==> src/pbts_pkg.sv <==
package pbts_pkg;

  localparam int MAX_TABLE_SIDE = 64;
  localparam int MIN_TABLE_SIDE = 2;
  localparam int SIDE_RESET     = 64;

  localparam int CFG_W       = 7;
  localparam int COORD_W     = 40;
  localparam int WR_INDEX_W  = 12;
  localparam int SAMPLE_W    = 16;
  localparam int FRAC_W      = 16;
  localparam int WRAP_W      = 24;

  localparam int STORE_DEPTH = MAX_TABLE_SIDE * MAX_TABLE_SIDE;
  localparam int ADDR_W      = $clog2(STORE_DEPTH);
  localparam int IDX_W       = $clog2(MAX_TABLE_SIDE);
  localparam int N_W         = $clog2(MAX_TABLE_SIDE + 1);
  localparam int HLERP_W     = SAMPLE_W + FRAC_W;

  localparam int CREDITS     = 4;
  localparam int CNT_W       = $clog2(CREDITS + 1);
  localparam int PTR_W       = $clog2(CREDITS);

  typedef enum logic {
    OP_WRITE  = 1'b0,
    OP_SAMPLE = 1'b1
  } op_t;

  typedef logic [ADDR_W-1:0]          addr_t;
  typedef logic [IDX_W-1:0]           idx_t;
  typedef logic [N_W-1:0]             side_t;
  typedef logic [FRAC_W-1:0]          frac_t;
  typedef logic signed [SAMPLE_W-1:0] sample_t;
  typedef logic [CFG_W-1:0]           cfg_side_t;

  typedef struct packed {
    logic    we;
    addr_t   waddr;
    sample_t wdata;
    addr_t   raddr0;
    addr_t   raddr1;
  } mem_req_t;

  typedef struct packed {
    logic  v;
    logic  last;
    frac_t fu;
    frac_t fw;
  } rd_tag_t;

  function automatic side_t side_clamp(cfg_side_t s);
    if (32'(s) < 32'(MIN_TABLE_SIDE)) begin
      return side_t'(MIN_TABLE_SIDE);
    end else if (32'(s) > 32'(MAX_TABLE_SIDE)) begin
      return side_t'(MAX_TABLE_SIDE);
    end
    return side_t'(s);
  endfunction

endpackage

==> src/pbts_lerp.sv <==
module pbts_lerp import pbts_pkg::*; (
  input  logic    clk,
  input  logic    rst_n,
  input  rd_tag_t rd_tag,
  input  sample_t rdata0,
  input  sample_t rdata1,
  output logic    res_v,
  output sample_t res_value
);

  localparam int HP_W    = HLERP_W + 2;
  localparam int TOTAL_W = HLERP_W + FRAC_W + 2;
  localparam logic signed [TOTAL_W-1:0] HALF = TOTAL_W'(1) <<< (2 * FRAC_W - 1);

  rd_tag_t                    tag_r;
  logic signed [SAMPLE_W:0]   diff;
  logic signed [HP_W-1:0]     h_full;
  logic signed [HLERP_W-1:0]  h;
  logic signed [HLERP_W-1:0]  a_r;
  logic                       t_v_r;
  logic signed [HLERP_W-1:0]  t_a_r, t_b_r;
  frac_t                      t_fw_r;
  logic signed [HLERP_W:0]    dab;
  logic signed [TOTAL_W-1:0]  total;

  always_comb begin
    diff   = (SAMPLE_W+1)'(rdata1) - (SAMPLE_W+1)'(rdata0);
    h_full = (HP_W'(rdata0) <<< FRAC_W)
           + HP_W'(diff) * HP_W'($signed({1'b0, tag_r.fu}));
    h      = h_full[HLERP_W-1:0];
  end

  always_ff @(posedge clk) begin
    if (!rst_n) begin
      tag_r <= '0;
      t_v_r <= 1'b0;
    end else begin
      tag_r <= rd_tag;
      t_v_r <= tag_r.v && tag_r.last;
    end
  end

  always_ff @(posedge clk) begin
    if (tag_r.v && !tag_r.last) begin
      a_r <= h;
    end
    if (tag_r.v && tag_r.last) begin
      t_a_r  <= a_r;
      t_b_r  <= h;
      t_fw_r <= tag_r.fw;
    end
  end

  always_comb begin
    dab   = (HLERP_W+1)'(t_b_r) - (HLERP_W+1)'(t_a_r);
    total = (TOTAL_W'(t_a_r) <<< FRAC_W)
          + TOTAL_W'(dab) * TOTAL_W'($signed({1'b0, t_fw_r}))
          + HALF;
  end

  assign res_v     = t_v_r;
  assign res_value = total[2*FRAC_W +: SAMPLE_W];

  a_pair_order: assert property (@(posedge clk) disable iff (!rst_n)
    tag_r.v && !tag_r.last |=> tag_r.v && tag_r.last)
    else $error("second row pair missing after first");

endmodule

==> config.mk <==
export PLATFORM = sky130hd
export DESIGN_NAME = pbts_lerp
export DESIGN_NICKNAME = d
export VERILOG_FILES = /design/src/pbts_pkg.sv /design/src/pbts_lerp.sv
export SDC_FILE = /design/constraint.sdc
export NUM_CORES = 2
export LEC_CHECK = 0
export ABC_CLOCK_PERIOD_IN_PS = 10000
export BUFFER_PORTS_ARGS = -buffer_cell sky130_fd_sc_hd__buf_2
export CORE_UTILIZATION = 50
export CTS_BUF_LIST = sky130_fd_sc_hd__clkbuf_4 sky130_fd_sc_hd__clkbuf_8 sky130_fd_sc_hd__clkbuf_16
export CTS_CLUSTER_SIZE = 28
export DETAILED_ROUTE_END_ITERATION = 8
export HOLD_SLACK_MARGIN = 0.05
export PLACE_DENSITY = 0.69
export SYNTH_ARGS = -nofsm -noshare
export SYNTH_HDL_FRONTEND = slang
export SYNTH_SLANG_ARGS = --single-unit
==> constraint.sdc <==
create_clock -name clk -period 10 [get_ports clk]
set_clock_uncertainty 0.05 [all_clocks]
set_input_delay 0.5 -clock clk [delete_from_list [all_inputs] [get_ports clk]]
set_output_delay 0.5 -clock clk [all_outputs]
set_load 0.01 [all_outputs]
* Word level (Yosys, flattened, before mapping)
Cells that the tools add are included.
Storage, ports and cells: word-level logic and storage cells 19, flip-flop bits (word level) 147
Operators by class: $add $sub $neg 5, $mul 2, reduce and logical (&&, ||, !) cells 3
Operators with widths (number):
- $add A48 B33 Y48 const B | 1
- $add A48 B48 Y48 | 1
- $mul A33 B17 Y48 | 1
- $sub A32 B32 Y33 | 1
- $add A32 B32 Y32 | 1
- $mul A17 B17 Y32 | 1
- $sub A16 B16 Y17 | 1
- $logic_and A1 B1 Y1 | 2
- $logic_not A1 Y1 | 1

* Depth between registers and ports, before layout
depth after elaboration 4, depth in mapped cells 34, mapped depth without buffers 34

* Worst setup path after synthesis
OpenSTA, ideal clock, no wires.
path kind flip-flop to output port, from reg t_a_r[1], to out res_value[15], arrival 8.088 ns, buffers on the path 1, cell stages (with the launch flop) 33, required time 9.450 ns, path slack 1.362 ns, path through edfxtp_1 -> inv_1 -> ha_1 -> nor2b_1 -> o2111a_1 -> o311ai_2 -> a31oi_4 -> a41oi_2 -> o31ai_2 -> or4_1 -> nand3_2 -> buf_6 -> and2_1 -> fa_1 -> fa_1 -> inv_1 -> fa_1 -> fa_1 -> inv_1 -> fa_1 -> inv_1 -> fa_1 -> inv_1 -> ha_1 -> nand4_1 -> nor4_1 -> a32oi_1 -> and3_1 -> o211a_1 -> o31ai_2 -> a311o_1 -> a21oi_1 -> xnor2_1
Between the ends: longest elaborated chain between the ends 4
RTL lines:
- start, declared | RTL line pbts_lerp.sv:21 | logic signed [HLERP_W-1:0] t_a_r, t_b_r;
- start signal, assigned | RTL line pbts_lerp.sv:48 | t_a_r <= a_r;
- $sub A32 B32 Y33 | RTL line pbts_lerp.sv:55 | dab = (HLERP_W+1)'(t_b_r) - (HLERP_W+1)'(t_a_r);
- $mul A33 B17 Y48 | RTL line pbts_lerp.sv:57 | + TOTAL_W'(dab) * TOTAL_W'($signed({1'b0, t_fw_r}))
- $add A48 B48 Y48 * | RTL line pbts_lerp.sv:57
- $add A48 B33 Y48 * | RTL line pbts_lerp.sv:58 | + HALF;
- end, declared | RTL line pbts_lerp.sv:8 | output sample_t res_value
Every way passes the cells marked *; elsewhere a longest branch is shown, timed or not.

* Final worst setup path
from reg t_a_r[2], to out res_value[14]
Same word-level chain as after synthesis.

==> impl_metrics.toml <==
[final_layout]
layout.area.seq_um2 = 4060
fin_nets = 5151
drive_gt1_frac = 0.0588
syn2layout_area_growth_pct = 6.42
diodes = 0
fill_cells = 6598
multi_input_area_um2 = 29100

[sta]
final.period_utilization = 0.965
relSlewSlack = 0.314
final-hold-violation-count = 0
setup_viol = 0
min_period_ps = 9650
slew_violations = 0
finalHoldWorstSlack_ps = 213
worst_pin_slew_ps = 1020
setup_tns_ps = 0
fmaxAchievable_mhz = 104

[synth]
synth.yosys.seq_area_share = 0.109
synth_compound_area_frac = 0.0496
synth.area.mux_share = 0.000536
ys_types = 69
synth_xor_area_frac = 0.0272
yosys.area_share.simple = 0.154
netlist_top_cells_area = "fa_1 (44%), ha_1 (11%), inv_1 (10%)"
ys.warnings.count = 0
synthesis.area_um2 = 37400
ys_ff_latch = 147
synth_top_family_by_area = "adder cells"
synth_nets = 5118
synthArstFlopShare = 0
netlist_instances = 3917
synth.avg_cell_area_um2 = 9.54
yosysTopAreaCellShare = 0.437
synth_adder_area_share = 0.543
synth_top_area_cell = "fa_1"
synthFlopType = "edfxtp_1"
synth_edf_count = 112

[global_route]
grt.total_usage = 0.236
grt_pass1_wl_um = 141000
antenna_found_initial = 0
grt_max_degree = 69
grt_pass1_vias = 27071
grt_overflow = 0

[detailed_routing]
ant_nets = 0
drt_pass1_iterations = 5
detail_route.wl_per_cell_um = 17.1
vias = 25361
routed_wl_um = 84300
via_per_inst = 5.15
drc = 0
drt_iter0_markers = 1374

[cts]
cts_tree = "yes"
cts_max_path_buffers = 2
clk_latency_ps = 430
cts_buffers = 17
root_buffer = "clkbuf_16"
clock_sinks = 147
path_clk_slew_ps = 70
htree_levels = 4
postCtsHoldBufs = 0

[worst_setup_path]
worst_path_max_delay_cell = "fa_1"
cp.required_ps = 9450
critical_path_class = "flop to output port"
critical_path.max_fanout = 10
endpoint_kind = "output port"
setup.worst_path.start_class = "flop"
critical_path.most_common_cell = "fa_1"
cp_data_arrival_time_ps = 9100
cpPeakStageDelay_ps = 540

[place]
gp_congestion = 0.875
placement.io_buffers = 84
dp_hpwl_um = 69800

[worst_hold_path]
hold_path.class = "primary input to flop"

[floorplanning]
core_um2 = 73500
fp.dieArea_um2 = 75900
die_y_um = 275
io_pins = 85
rows = 99
start_util = 0.509
die_w_um = 275

[job]
max_cap_viol_count = 0

[status]
outcome = "completed"
[sequential cells by signal, indices dropped and copies added (netlist names)]
signal and flops:
a_r 32, res_v 1, t_a_r 32, t_b_r 32, t_fw_r 16, tag_r 34
[layer usage]
layer,global-route usage,share of wire,up-vias
met5,0,0,-
li1,-,-,11707
met4,0.0515,0.019,0
met3,0.0269,0.057,87
met2,0.408,0.49,731
met1,0.319,0.43,12836
[layout make-up]
| type | count | share of cell area |
|---|---|---|
| Multi-Input combinational cell | 2610 | 0.732 |
| Sequential cell | 147 | 0.102 |
| Inverter | 1010 | 0.0954 |
| Tap cell | 959 | 0.0302 |
| Timing Repair Buffer | 164 | 0.0263 |
| Clock buffer | 18 | 0.0109 |
| Clock inverter | 14 | 0.00359 |
[worst max-delay path: cells and delay by family (launching register included)]
family,cells,cell delay (ps)
xor+xnor,1,140
simple gates,4,1010
buf+inv,9,860
flops,1,380
fa+ha+maj,8,3710
compound gates,11,2550
[cell usage after synthesis, types with 3 or more instances]
cell type and number:
nor2b_1 69, xor2_1 28, a21o_1 32, a211oi_1 11, a31oi_1 11, buf_1 6
o2111ai_1 4, a21oi_1 76, nand4_1 14, a31o_2 3, inv_1 1010, fa_1 816
o21bai_1 7, nor2_1 54, clkbuf_1 136, edfxtp_1 112, nand2b_1 24, nand3b_1 8
or3_1 3, xnor2_1 88, o31ai_1 6, dfxtp_1 35, nand2_1 358, o21ai_0 43
nor3_1 22, nand3_1 32, nor4_1 15, a311oi_1 4, o211ai_1 14, a41oi_1 4
nand4b_1 4, o21a_1 19, a311o_1 9, a2111oi_0 5, and3_1 7, ha_1 317
and2_1 459, buf_2 5, o31a_1 3, nor3b_1 6
[metrics by stage]
step	cells	utilization	setup WS, ps	cell area [um2]
after global routing	4922	0.542	-18.6	39800
after floorplan	3917	-	1360	37400
after detailed placement	4880	0.531	268	39000
after CTS	4913	0.540	31.3	39600
after global placement	4880	0.531	531	39000
final	4922	0.542	350	39800
[kinds of logic (layout without fill, tap and decap cells)]
| group | count (synthesis) | after routing |
|---|---|---|
| compound gates | 273 | 273 |
| xor+xnor | 116 | 116 |
| fa+ha+maj | 1133 | 1133 |
| buf+inv | 1160 | 1206 |
| flops | 147 | 147 |
| mux | 2 | 2 |
| simple gates | 1086 | 1086 |
[path summary, 6_finish.rpt]
path              start  cells after the start  slack, ps       endpoint
min reg2reg   tag_r[15]                      0        350     t_fw_r[15]
max reg2reg   tag_r[19]                     22       3240      t_b_r[31]
min          rd_tag[30]                      2        210      tag_r[30]
max            t_a_r[2]                     33        350  res_value[14]
[cell usage in the layout, fill, tap and decap left out, types with 5 or more instances in the layout]
master | netlist | layout
and2_1 | 459 | 458
and3_1 | 7 | 7
a211oi_1 | 11 | 10
o211ai_1 | 14 | 14
buf_4 | 1 | 78
clkinv_4 | 0 | 5
dfxtp_1 | 35 | 35
a311o_1 | 9 | 9
nor2_1 | 54 | 54
o21ai_0 | 43 | 40
o21bai_1 | 7 | 7
xor2_1 | 28 | 28
nand4_1 | 14 | 14
nor3_1 | 22 | 22
inv_1 | 1010 | 1008
buf_2 | 5 | 84
nand2b_1 | 24 | 24
ha_1 | 317 | 317
nand3_1 | 32 | 32
nor4_1 | 15 | 13
edfxtp_1 | 112 | 112
nand2_1 | 358 | 358
clkbuf_16 | 0 | 17
a21o_1 | 32 | 32
a31oi_1 | 11 | 11
nor2b_1 | 69 | 68
fa_1 | 816 | 816
o31ai_1 | 6 | 6
xnor2_2 | 0 | 8
o21a_1 | 19 | 19
xnor2_1 | 88 | 80
nor3b_1 | 6 | 6
nand3b_1 | 8 | 8
a21oi_1 | 76 | 73
[timing repair]
item                                    in CTS  in global routing
endpoints found under the setup margin       3                  8
pin swaps                                    1                  7
gates resized for setup                      3                 20
setup buffers                                1                  9
Power is not shown: default switching activity piles up to over one toggle a cycle in this logic, so the estimate is an artifact.
