File: src/pbts_pkg.sv
package pbts_pkg;

  localparam int MAX_TABLE_SIDE = 64;
  localparam int MIN_TABLE_SIDE = 2;
  localparam int SIDE_RESET     = 64;

  localparam int CFG_W       = 7;
  localparam int COORD_W     = 40;
  localparam int WR_INDEX_W  = 12;
  localparam int SAMPLE_W    = 16;
  localparam int FRAC_W      = 16;
  localparam int WRAP_W      = 24;

  localparam int STORE_DEPTH = MAX_TABLE_SIDE * MAX_TABLE_SIDE;
  localparam int ADDR_W      = $clog2(STORE_DEPTH);
  localparam int IDX_W       = $clog2(MAX_TABLE_SIDE);
  localparam int N_W         = $clog2(MAX_TABLE_SIDE + 1);
  localparam int HLERP_W     = SAMPLE_W + FRAC_W;

  localparam int CREDITS     = 4;
  localparam int CNT_W       = $clog2(CREDITS + 1);
  localparam int PTR_W       = $clog2(CREDITS);

  typedef enum logic {
    OP_WRITE  = 1'b0,
    OP_SAMPLE = 1'b1
  } op_t;

  typedef logic [ADDR_W-1:0]          addr_t;
  typedef logic [IDX_W-1:0]           idx_t;
  typedef logic [N_W-1:0]             side_t;
  typedef logic [FRAC_W-1:0]          frac_t;
  typedef logic signed [SAMPLE_W-1:0] sample_t;
  typedef logic [CFG_W-1:0]           cfg_side_t;

  typedef struct packed {
    logic    we;
    addr_t   waddr;
    sample_t wdata;
    addr_t   raddr0;
    addr_t   raddr1;
  } mem_req_t;

  typedef struct packed {
    logic  v;
    logic  last;
    frac_t fu;
    frac_t fw;
  } rd_tag_t;

  function automatic side_t side_clamp(cfg_side_t s);
    if (32'(s) < 32'(MIN_TABLE_SIDE)) begin
      return side_t'(MIN_TABLE_SIDE);
    end else if (32'(s) > 32'(MAX_TABLE_SIDE)) begin
      return side_t'(MAX_TABLE_SIDE);
    end
    return side_t'(s);
  endfunction

endpackage

File: src/pbts_addr.sv
module pbts_addr import pbts_pkg::*; (
  input  logic                       clk,
  input  logic                       rst_n,
  input  logic                       in_take,
  input  logic                       in_op,
  input  logic signed [COORD_W-1:0]  in_x,
  input  logic signed [COORD_W-1:0]  in_z,
  input  logic [WR_INDEX_W-1:0]      in_windex,
  input  sample_t                    in_wvalue,
  input  side_t                      side_n,
  output logic                       s1_free,
  output mem_req_t                   mem_req,
  output rd_tag_t                    rd_tag
);

  localparam int PROD_W = WRAP_W + N_W;

  logic [PROD_W-1:0] tx, tz;
  idx_t              i0, i1, j0, j1;
  frac_t             fu, fw;
  logic [N_W-1:0]    i_inc, j_inc;
  logic              wen;

  logic    s1_v_r;
  op_t     s1_op_r;
  idx_t    s1_i0_r, s1_i1_r, s1_j0_r, s1_j1_r;
  frac_t   s1_fu_r, s1_fw_r;
  logic    s1_wen_r;
  addr_t   s1_waddr_r;
  sample_t s1_wdata_r;

  logic    s2_v_r;
  op_t     s2_op_r;
  addr_t   s2_rb0_r, s2_rb1_r;
  idx_t    s2_i0_r, s2_i1_r;
  frac_t   s2_fu_r, s2_fw_r;
  logic    s2_wen_r;
  addr_t   s2_waddr_r;
  sample_t s2_wdata_r;
  logic    phase_r;

  logic    s2_done, s2_free;
  addr_t   row;

  always_comb begin
    tx    = PROD_W'(in_x[WRAP_W-1:0]) * PROD_W'(side_n);
    tz    = PROD_W'(in_z[WRAP_W-1:0]) * PROD_W'(side_n);
    i0    = tx[WRAP_W +: IDX_W];
    j0    = tz[WRAP_W +: IDX_W];
    fu    = tx[WRAP_W-1 -: FRAC_W];
    fw    = tz[WRAP_W-1 -: FRAC_W];
    i_inc = N_W'(i0) + N_W'(1);
    j_inc = N_W'(j0) + N_W'(1);
    i1    = (i_inc == side_n) ? '0 : i_inc[IDX_W-1:0];
    j1    = (j_inc == side_n) ? '0 : j_inc[IDX_W-1:0];
    wen   = 32'(in_windex) < 32'(STORE_DEPTH);
  end

  assign s2_done = s2_v_r && (s2_op_r == OP_WRITE || phase_r);
  assign s2_free = !s2_v_r || s2_done;
  assign s1_free = !s1_v_r || s2_free;

  always_ff @(posedge clk) begin
    if (!rst_n) begin
      s1_v_r  <= 1'b0;
      s2_v_r  <= 1'b0;
      phase_r <= 1'b0;
    end else begin
      if (s1_free) begin
        s1_v_r <= in_take;
      end
      if (s2_free) begin
        s2_v_r  <= s1_v_r;
        phase_r <= 1'b0;
      end else if (s2_v_r) begin
        phase_r <= !phase_r;
      end
    end
  end

  always_ff @(posedge clk) begin
    if (in_take) begin
      s1_op_r    <= op_t'(in_op);
      s1_i0_r    <= i0;
      s1_i1_r    <= i1;
      s1_j0_r    <= j0;
      s1_j1_r    <= j1;
      s1_fu_r    <= fu;
      s1_fw_r    <= fw;
      s1_wen_r   <= wen;
      s1_waddr_r <= ADDR_W'(in_windex);
      s1_wdata_r <= in_wvalue;
    end
    if (s2_free && s1_v_r) begin
      s2_op_r    <= s1_op_r;
      s2_rb0_r   <= ADDR_W'(ADDR_W'(s1_j0_r) * ADDR_W'(side_n));
      s2_rb1_r   <= ADDR_W'(ADDR_W'(s1_j1_r) * ADDR_W'(side_n));
      s2_i0_r    <= s1_i0_r;
      s2_i1_r    <= s1_i1_r;
      s2_fu_r    <= s1_fu_r;
      s2_fw_r    <= s1_fw_r;
      s2_wen_r   <= s1_wen_r;
      s2_waddr_r <= s1_waddr_r;
      s2_wdata_r <= s1_wdata_r;
    end
  end

  always_comb begin
    row            = phase_r ? s2_rb1_r : s2_rb0_r;
    mem_req.we     = s2_v_r && s2_op_r == OP_WRITE && s2_wen_r;
    mem_req.waddr  = s2_waddr_r;
    mem_req.wdata  = s2_wdata_r;
    mem_req.raddr0 = row + ADDR_W'(s2_i0_r);
    mem_req.raddr1 = row + ADDR_W'(s2_i1_r);
    rd_tag.v       = s2_v_r && s2_op_r == OP_SAMPLE;
    rd_tag.last    = phase_r;
    rd_tag.fu      = s2_fu_r;
    rd_tag.fw      = s2_fw_r;
  end

  a_two_phase: assert property (@(posedge clk) disable iff (!rst_n)
    s2_v_r && s2_op_r == OP_SAMPLE && !phase_r |=> s2_v_r && phase_r && $stable(s2_rb1_r))
    else $error("sample left read stage after one phase");

  a_wr_rd_excl: assert property (@(posedge clk) disable iff (!rst_n)
    mem_req.we |-> !rd_tag.v)
    else $error("table write and read in the same cycle");

endmodule

File: config.mk
export PLATFORM = sky130hd
export DESIGN_NAME = pbts_addr
export DESIGN_NICKNAME = d
export VERILOG_FILES = /design/src/pbts_pkg.sv /design/src/pbts_addr.sv
export SDC_FILE = /design/constraint.sdc
export NUM_CORES = 1
export LEC_CHECK = 0
export BUFFER_PORTS_ARGS = -buffer_cell sky130_fd_sc_hd__buf_2
export CORE_ASPECT_RATIO = 0.5
export CORE_UTILIZATION = 55
export CTS_CLUSTER_SIZE = 40
export DETAILED_ROUTE_END_ITERATION = 16
export PLACE_DENSITY = 0.79
export SETUP_SLACK_MARGIN = 0.15
export SLEW_MARGIN = 25
export SYNTH_ARGS = -nofsm -noshare
export SYNTH_HDL_FRONTEND = slang
export SYNTH_SLANG_ARGS = --single-unit
File: constraint.sdc
create_clock -name clk -period 14.09 [get_ports clk]
set_input_delay 3.5225 -clock clk [delete_from_list [all_inputs] [get_ports clk]]
set_output_delay 3.5225 -clock clk [all_outputs]
set_load 0.02 [all_outputs]
# ---- Word level (Yosys, flattened, before mapping)
# Index checks and enable logic that the tools add are counted.
dict set report classes {
  n_addsub 4
  multipliers 4
  n_eq_ne 2
  mux 1
  bitwise_logic 2
  n_reduce_logical 11
}
# cell count
set ops {}
lappend ops {{$mul A24 B7 Y30} 2}
lappend ops {{$add A12 B6 Y12} 2}
lappend ops {{$mul A6 B7 Y12} 2}
lappend ops {{$add A6 B1 Y7 const B} 2}
lappend ops {{$eq A7 B7 Y1} 2}
lappend ops {{$mux W12} 1}
lappend ops {{$logic_and A1 B1 Y1} 4}
lappend ops {{$logic_not A1 Y1} 3}
lappend ops {{$logic_or A1 B1 Y1} 3}
lappend ops {{$not A1 Y1} 2}
lappend ops {{$reduce_or A2 Y1} 1}
dict set report totals {
  regBits 185
  input_bits 119
  out_inout_bits 88
  elab_cells 45
}

# ---- Longest topological paths before layout
# Gate-level depths: netlist of run 1.
dict set report depth {
  depth_word 5
  ltp_mapped 26
  depth_no_buf 22
}

# ---- Worst setup path before layout of run 1
# No wires, ideal clock.
dict set report synth_path {
  path_type {input -> register}
  startpoint {in side_n[6]}
  endpoint {reg s1_i1_r[1], data pin}
  setup_ns 0.268
  arrival_ns 9.303
  required_time_ns 13.822
  setup_slack_ns 4.519
  stages 23
  n_path_buf 3
  path_cell_list {buf_2 > clkbuf_1 > clkbuf_1 > and2_1 > fa_1 > fa_1 > fa_1 > inv_1 > fa_1 > inv_1 > ha_1 > nand2_1 > nor4_1 > o21ai_0 > o21ai_0 > a21oi_1 > xnor2_1 > ha_1 > nand4bb_4 > or3b_1 > a221o_1 > a211oi_2 > nor2b_1}
}
dict set report synth_between {
  elab_chain_len 3
}
# element line
set synth_rtl {}
lappend synth_rtl {{start, declared} pbts_addr.sv:10} ;# input side_t side_n,
lappend synth_rtl {{$mul A24 B7 Y30 (*)} pbts_addr.sv:46} ;# tx = PROD_W'(in_x[WRAP_W-1:0]) * PROD_W'(side_n);
lappend synth_rtl {{net tx[24]} pbts_addr.sv:18} ;# logic [PROD_W-1:0] tx, tz;
lappend synth_rtl {{$add A6 B1 Y7 (*)} pbts_addr.sv:52} ;# i_inc = N_W'(i0) + N_W'(1);
lappend synth_rtl {{$eq A7 B7 Y1} pbts_addr.sv:54} ;# i1 = (i_inc == side_n) ? '0 : i_inc[IDX_W-1:0];
lappend synth_rtl {{end signal, assigned} pbts_addr.sv:85} ;# s1_i1_r <= i1;
lappend synth_rtl {{end, declared} pbts_addr.sv:26} ;# idx_t s1_i0_r, s1_i1_r, s1_j0_r, s1_j1_r;
# The timed path passes the listed nets; every way through them passes the cells marked *.
# A chain may end at the register's enable or synchronous reset.

# ---- Worst setup path in the final report of run 1
dict set report layout_path {
  startpoint {in side_n[2]}
  endpoint {reg s1_i1_r[1], data pin}
}
# The elaborated chain is that of the path after synthesis.

==> impl_metrics.env, run 1 <==
export IMPL_status="completed"
export IMPL_worstReg2RegEnd="s2_rb1_r[11]"
export IMPL_nets=2542
export IMPL_path_max_fanout=62
export IMPL_die_y_um=136
export IMPL_powerDensity_nw_per_um2=226
export IMPL_grt_overflow_total=0
export IMPL_synth_edff_count=182
export IMPL_grt_pass1_vias=13800
export IMPL_rrSetupSlack_ns=10.03
export IMPL_async_flop_share=0
export IMPL_drt_wl_total_um=42000
export IMPL_min_period_ns=10.16
export IMPL_antenna_left=0
export IMPL_final_setup_viol_count=0
export IMPL_fin_tns_setup_ns=0
export IMPL_syn_num_nets=2402
export IMPL_critPathKind="in2reg"
export IMPL_slew_viol_final=0
export IMPL_yosysSeqAreaShare=0.281
export IMPL_drv_cap=0
export IMPL_regArea_um2=5530
export IMPL_cts_tree="done"
export IMPL_finalCritPeriodShare=0.721
export IMPL_cp_arrival_ns=10.34
export IMPL_die_width_um=269
export IMPL_grt_antenna_before_repair=1
export IMPL_drtIter0Drc=958
export IMPL_drc=0
export IMPL_slowest_stage="buf_4"
export IMPL_clock_skew_ns=0.0133
export IMPL_setup_ws_ns=3.93
export IMPL_clkTransAtPathRegs_ns=0.07
export IMPL_vias_per_cell=5.42
export IMPL_crit_path_start_kind="primary input"
export IMPL_holdBufCountCts=0
export IMPL_drive_gt1_frac=0.119
export IMPL_cts_resized=0
export IMPL_rr_worst_depth=14
export IMPL_crit_buf_inv=4
export IMPL_min_path_cells=0
export IMPL_grt_max_degree=71
export IMPL_postCtsSetupBuffers=0
export IMPL_cpPeakStageDelay_ns=0.54
export IMPL_power_leakage_nw=9.84
export IMPL_core_um2=34800
export IMPL_areaGrowthSynthToFinish_pct=9.71
export IMPL_rsz0062_at_grt="no"
export IMPL_gp_routability_congestion=0.924
export IMPL_synth_distinct_cells=76
export IMPL_yosys_area_top_type="edfxtp_1"
export IMPL_wl_per_cell_um=16.7
export IMPL_pre_cts_slack_ns=3.53
export IMPL_hold_path_end="s2_i1_r[2]"
export IMPL_first_pass_iters=5
export IMPL_pin_count=207
export IMPL_cp_cell_sequence="buf_2 > buf_4 > and2_1 > fa_1 > fa_1 > fa_1 > inv_1 > fa_1 > inv_1 > ha_1 > nand2_1 > nor4_1 > o21ai_0 > o21ai_0 > a21oi_1 > xnor2_1 > ha_1 > nand4bb_4 > or3b_1 > a221o_1 > a211oi_2 > nor2b_1"
export IMPL_max_freq_mhz=98.5
export IMPL_critPathCaptureType="flop"
export IMPL_irDropWorstVdd_mv=0.136
export IMPL_cts_buffers=17
export IMPL_fillerInstances=2824
export IMPL_worst_path_most_repeated_cell="fa_1"
export IMPL_critPathTopFamily="adder cells"
export IMPL_track_usage=0.239
export IMPL_worst_pin_slew_ns=0.949
export IMPL_synth_ff_type="edfxtp_1"
export IMPL_cp_required_ns=14.28
export IMPL_total_power_mw=4.87
export IMPL_hold_class="reg2reg"
export IMPL_synth_warnings=0
export IMPL_hp_start="s1_i1_r[2]"
export IMPL_yosys_area_top_type_share=0.278
export IMPL_netlist_area_um2=19600
export IMPL_rows=48
export IMPL_dp_hpwl_um=31500
export IMPL_io_buffers=174
export IMPL_ctsRootBufferMaster="clkbuf_16"
export IMPL_grt_pass1_wl_um=69600
export IMPL_instances_no_fill=2512
export IMPL_timing_rr_start="s1_j1_r[0]"
export IMPL_slew_headroom=0.367
export IMPL_postPlaceCellArea_um2=20900
export IMPL_start_util=0.564
export IMPL_worstSkewPairLatency_ns=0.45
export IMPL_netlist_instances=1883
export IMPL_die_area_um2=36500
export IMPL_synth_area_per_cell_um2=10.4
export IMPL_cts_root_to_sink_buffers=2
export IMPL_synth_seq_cells=185
export IMPL_placed_cells=2479
export IMPL_hold_viol_final=0
export IMPL_clkSinkCount=185
export IMPL_fin_area_um2=21500
export IMPL_vias=13600
export IMPL_synth_top_cells_by_area="edfxtp_1 28%, fa_1 26%, ha_1 9.2%"
export IMPL_htree_levels=4
export IMPL_multiInputGateArea_um2=12800
state kept, by name, summed over array words and instances, names as in the netlist, 12 cells and up:
name	count
s2_wdata_r	16
s2_fw_r	16
s1_fw_r	16
s2_waddr_r	12
s1_fu_r	16
s2_fu_r	16
s2_rb0_r	12
s1_wdata_r	16
s2_rb1_r	12
s1_waddr_r	12
how the worst max path moves through the flow:
stage                     startpoint          to  slack (ns)  depth (start not counted)
after floorplan            side_n[6]  s1_i1_r[1]        4.52                         23
after global placement     side_n[2]  s1_i1_r[1]        3.64                         22
after detailed placement   side_n[2]  s1_i1_r[1]        3.53                         22
after CTS                  side_n[3]  s1_i1_r[1]        4.03                         22
after global routing       side_n[3]  s1_i1_r[4]        3.58                         22
final                      side_n[2]  s1_i1_r[1]        3.93                         22
cells in the final DEF (no fill, tap or decap), drive strengths merged, types with 8 or more instances in the layout:
cell	n
o21bai	17
edfxtp	182
nand3	15
nand2b	11
clkbuf	17
a21o	14
nor2	52
buf	183
inv	290
nor3	16
a21oi	88
xnor2	71
xor2	27
mux2i	8
and3	8
nand4	12
nor2b	12
nand2	192
o21ai	37
ha	144
fa	256
a211oi	9
and2	272
metrics by stage:
stage	util	hold slack, ns
2_1_floorplan	-	0.400
3_3_place_gp	0.601	0.400
3_5_place_dp	0.601	0.405
4_1_cts	0.619	0.414
5_1_grt	0.619	0.416
6_report	0.619	0.414
synthesized netlist by cell type (3+ instances only):
library cell  count
inv_1           285
o21ai_0          35
nand3_1          15
buf_2             6
clkbuf_1         53
and2_1          272
a21oi_1          85
a21boi_1          3
nor2_1           51
or4_1             3
a221oi_1          3
xnor3_1           4
dfxtp_1           3
or2_2             3
a211oi_1          7
edfxtp_1        182
a21oi_2           3
and4_1            7
and3_1            8
xnor2_1          70
ha_1            144
mux2_2            5
nand2_1         192
o21a_1            7
a21o_1           14
nor2b_1          12
nand2b_1         11
fa_1            256
or3_1             3
nor3_1           15
nand4_1          12
o211ai_1          7
o211a_1           3
o21bai_1         17
a31oi_1           4
xor2_1           26
mux2i_1           8
final cells by class:
cell class,count,share of cell area
timing repair buffer,183,0.0437
clock inverter,15,0.00877
sequential,185,0.256
multi-input combinational,1351,0.594
clock buffer,17,0.0197
inverter,285,0.0496
antenna,1,0.000116
tap,475,0.0276
routing by layer:
| metal | global-route usage | part of all wire | wire (µm) | up-vias |
|---|---|---|---|---|
| li1 | - | - | - | 6371 |
| met1 | 0.323 | 0.44 | 18400 | 6713 |
| met2 | 0.399 | 0.48 | 20100 | 455 |
| met3 | 0.0466 | 0.067 | 2820 | 65 |
| met4 | 0.0625 | 0.018 | 770 | 0 |
| met5 | 0 | 0 | 0 | - |
where the power goes:
group / internal (mW) / total (mW) / leakage [nW] / switching (mW)
registers: 0.948 / 1.03 / 1.77 / 0.0787
logic: 1.38 / 3.34 / 7.77 / 1.96
clock network: 0.269 / 0.505 / 0.297 / 0.236
total: 2.60 / 4.87 / 9.84 / 2.27
kinds of logic after synthesis:
group,after synthesis,share of synthesized area
AND/OR/NAND/NOR,616,0.167
XOR/XNOR,102,0.0496
buffers and inverters,347,0.0673
adder cells (fa/ha/maj),400,0.353
AO/OA/AOI/OAI,220,0.0752
multiplexers,13,0.00694
flip-flops,185,0.281
Note: power is estimated with default switching activity, not from simulation.
==> run 2, diff against run 1 <==
==> constraint.sdc (replaced) <==
create_clock -name clk -period 10.36 [get_ports clk]
set_input_delay 2.59 -clock clk [delete_from_list [all_inputs] [get_ports clk]]
set_output_delay 2.59 -clock clk [all_outputs]
set_load 0.02 [all_outputs]
==> run 2 against run 1 <==
Net effect: critical path depth fell by 1; wire length up 0.38%; combinational power increased by 37%; final area hardly changed; die area unchanged; total power is 36% higher; sequential share of layout area hardly changed; utilization up 0.054 points; register-to-register slack lost 3.7 ns; via count fell by 0.32%; first-iteration DRC count shrank 1.3%; critical path type unchanged.
==> impl_metrics.env, run 2 (synthesis gave the netlist of run 1 again) <==
export IMPL_final_cell_mix="285 x inv_1, 272 x and2_1, 256 x fa_1"
export IMPL_slowest_stage="buf_2"
export IMPL_grt_pass1_vias=13900
export IMPL_grt_max_degree=71
export IMPL_drt_wl_total_um=42200
export IMPL_first_pass_iters=6
export IMPL_setup_ws_ns=1.22
export IMPL_gp_routability_congestion=0.904
export IMPL_min_path_cells=0
export IMPL_vias_per_cell=5.39
export IMPL_areaGrowthSynthToFinish_pct=9.81
export IMPL_hold_class="reg2reg"
export IMPL_io_buffers=174
export IMPL_total_power_mw=6.64
export IMPL_max_freq_mhz=109
export IMPL_worst_path_stages=21
export IMPL_htree_levels=4
export IMPL_p_comb_frac=0.686
export IMPL_ctsRootBufferMaster="clkbuf_16"
export IMPL_holdWs_ns=0.418
export IMPL_hold_path_end="s2_fu_r[11]"
export IMPL_fin_tns_setup_ns=0
export IMPL_die_area_um2=36500
export IMPL_drive_gt1_frac=0.120
export IMPL_final_common_cell="inv_1"
export IMPL_clock_skew_ns=0.0126
export IMPL_powerDensity_nw_per_um2=308
export IMPL_die_width_um=269
export IMPL_worstReg2RegEnd="s2_rb1_r[11]"
export IMPL_core_um2=34800
export IMPL_rsz0062_at_grt="no"
export IMPL_pin_count=207
export IMPL_cts_root_to_sink_buffers=2
export IMPL_switching_share=0.467
export IMPL_p_int_mw=3.54
export IMPL_nets=2544
export IMPL_pre_cts_slack_ns=0.873
export IMPL_cts_buffers=17
export IMPL_critPathTopFamily="adder cells"
export IMPL_crit_path_start_kind="primary input"
export IMPL_holdBufCountCts=0
export IMPL_dp_hpwl_um=32100
export IMPL_p_sw_mw=3.10
export IMPL_finalCritPeriodShare=0.882
export IMPL_vias=13600
export IMPL_postCtsSetupBuffers=0
export IMPL_status="completed"
export IMPL_worst_pin_slew_ns=0.994
export IMPL_cp_arrival_ns=9.34
export IMPL_irDropWorstVdd_mv=0.194
export IMPL_antenna_left=0
export IMPL_worstSkewPairLatency_ns=0.46
export IMPL_wl_per_cell_um=16.8
export IMPL_instances_no_fill=2516
export IMPL_clkSinkCount=185
export IMPL_grt_pass1_wl_um=70000
export IMPL_slew_viol_final=0
export IMPL_critPathKind="in2reg"
export IMPL_postPlaceCellArea_um2=20900
export IMPL_rrSetupSlack_ns=6.31
export IMPL_min_period_ns=9.14
export IMPL_drv_cap=0
export IMPL_rows=48
export IMPL_cts_resized=0
export IMPL_start_util=0.564
export IMPL_cpPeakStageDelay_ns=0.74
export IMPL_worst_path_most_repeated_cell="fa_1"
export IMPL_critPathCaptureType="flop"
export IMPL_slew_headroom=0.337
export IMPL_die_y_um=136
export IMPL_drtIter0Drc=946
export IMPL_path_max_fanout=52
export IMPL_grt_overflow_total=0
export IMPL_cp_required_ns=10.56
export IMPL_crit_buf_inv=3
export IMPL_rr_worst_depth=14
export IMPL_timing_rr_start="s1_j1_r[0]"
export IMPL_fin_util=0.619
export IMPL_fin_area_um2=21600
export IMPL_grt_antenna_before_repair=3
export IMPL_final_setup_viol_count=0
export IMPL_power_leakage_nw=9.85
export IMPL_hp_start="s1_fu_r[11]"
export IMPL_cp_cell_sequence="buf_2 > and2_1 > fa_1 > fa_1 > fa_1 > inv_1 > fa_1 > inv_1 > ha_1 > nand2_1 > nor4_1 > o21ai_0 > o21ai_0 > a21oi_1 > xnor2_1 > ha_1 > nand4bb_4 > or3b_1 > a221o_1 > a211oi_2 > nor2b_1"
export IMPL_hold_viol_final=0
export IMPL_power_frac_seq=0.210
export IMPL_clkTransAtPathRegs_ns=0.07
export IMPL_p_clk_frac=0.104
export IMPL_track_usage=0.242
export IMPL_placed_cells=2481
export IMPL_drc=0
export IMPL_cts_tree="done"
run 2: changes by cell type in the layout (fill, tap and decap cells not counted):
cell and change:
buf_4 +2, diode_2 +2, inv_6 +2, clkbuf_1 +1, clkinv_1 -1, clkinvlp_4 -1
inv_8 -1
run 2: cell type report:
type | instances | area, µm²
fillers | 2877 | 13300
multi-input cells | 1351 | 12800
clock inverters | 14 | 184
clock buffers | 18 | 429
inverters | 285 | 1070
flip-flops and latches | 185 | 5530
diodes | 3 | 7.51
repair buffers | 185 | 956
well taps | 475 | 594
run 2: per-layer routing:
layer / GRT usage / share of wire / vias to the layer above
li1: - / - / 6374
met1: 0.327 / 0.45 / 6751
met2: 0.407 / 0.48 / 382
met3: 0.0411 / 0.057 / 53
met4: 0.0647 / 0.017 / 0
met5: 0 / 0 / -
run 2: worst register-to-register path, stage by stage, from the launching register on:
cell and delay [ns]:
edfxtp_1 0.51, and2_1 0.24, fa_1 0.53, inv_1 0.06
fa_1 0.49, fa_1 0.49, inv_1 0.04, ha_1 0.31
a21o_1 0.19, a21oi_1 0.24, o21bai_1 0.09, a21oi_1 0.24
o21bai_1 0.10, a21oi_1 0.18, xnor2_1 0.09
run 2: worst max path at each step:
stage,startpoint,end
2_1_floorplan,side_n[6],s1_i1_r[1]
6_report,side_n[6],s1_i1_r[1]
4_1_cts,side_n[6],s1_i1_r[1]
3_5_place_dp,side_n[6],s1_i1_r[1]
3_3_place_gp,side_n[6],s1_i1_r[1]
5_1_grt,side_n[4],s1_i1_r[0]
run 2: power groups by stage:
stage	combinational, mW	clock [mW]	sequential, mW
after global routing	5.12	0.732	1.41
after detailed placement	4.48	0	1.41
final	4.56	0.690	1.39
after floorplan	3.43	0	1.40
after CTS	4.54	0.709	1.39
after global placement	4.38	0	1.40
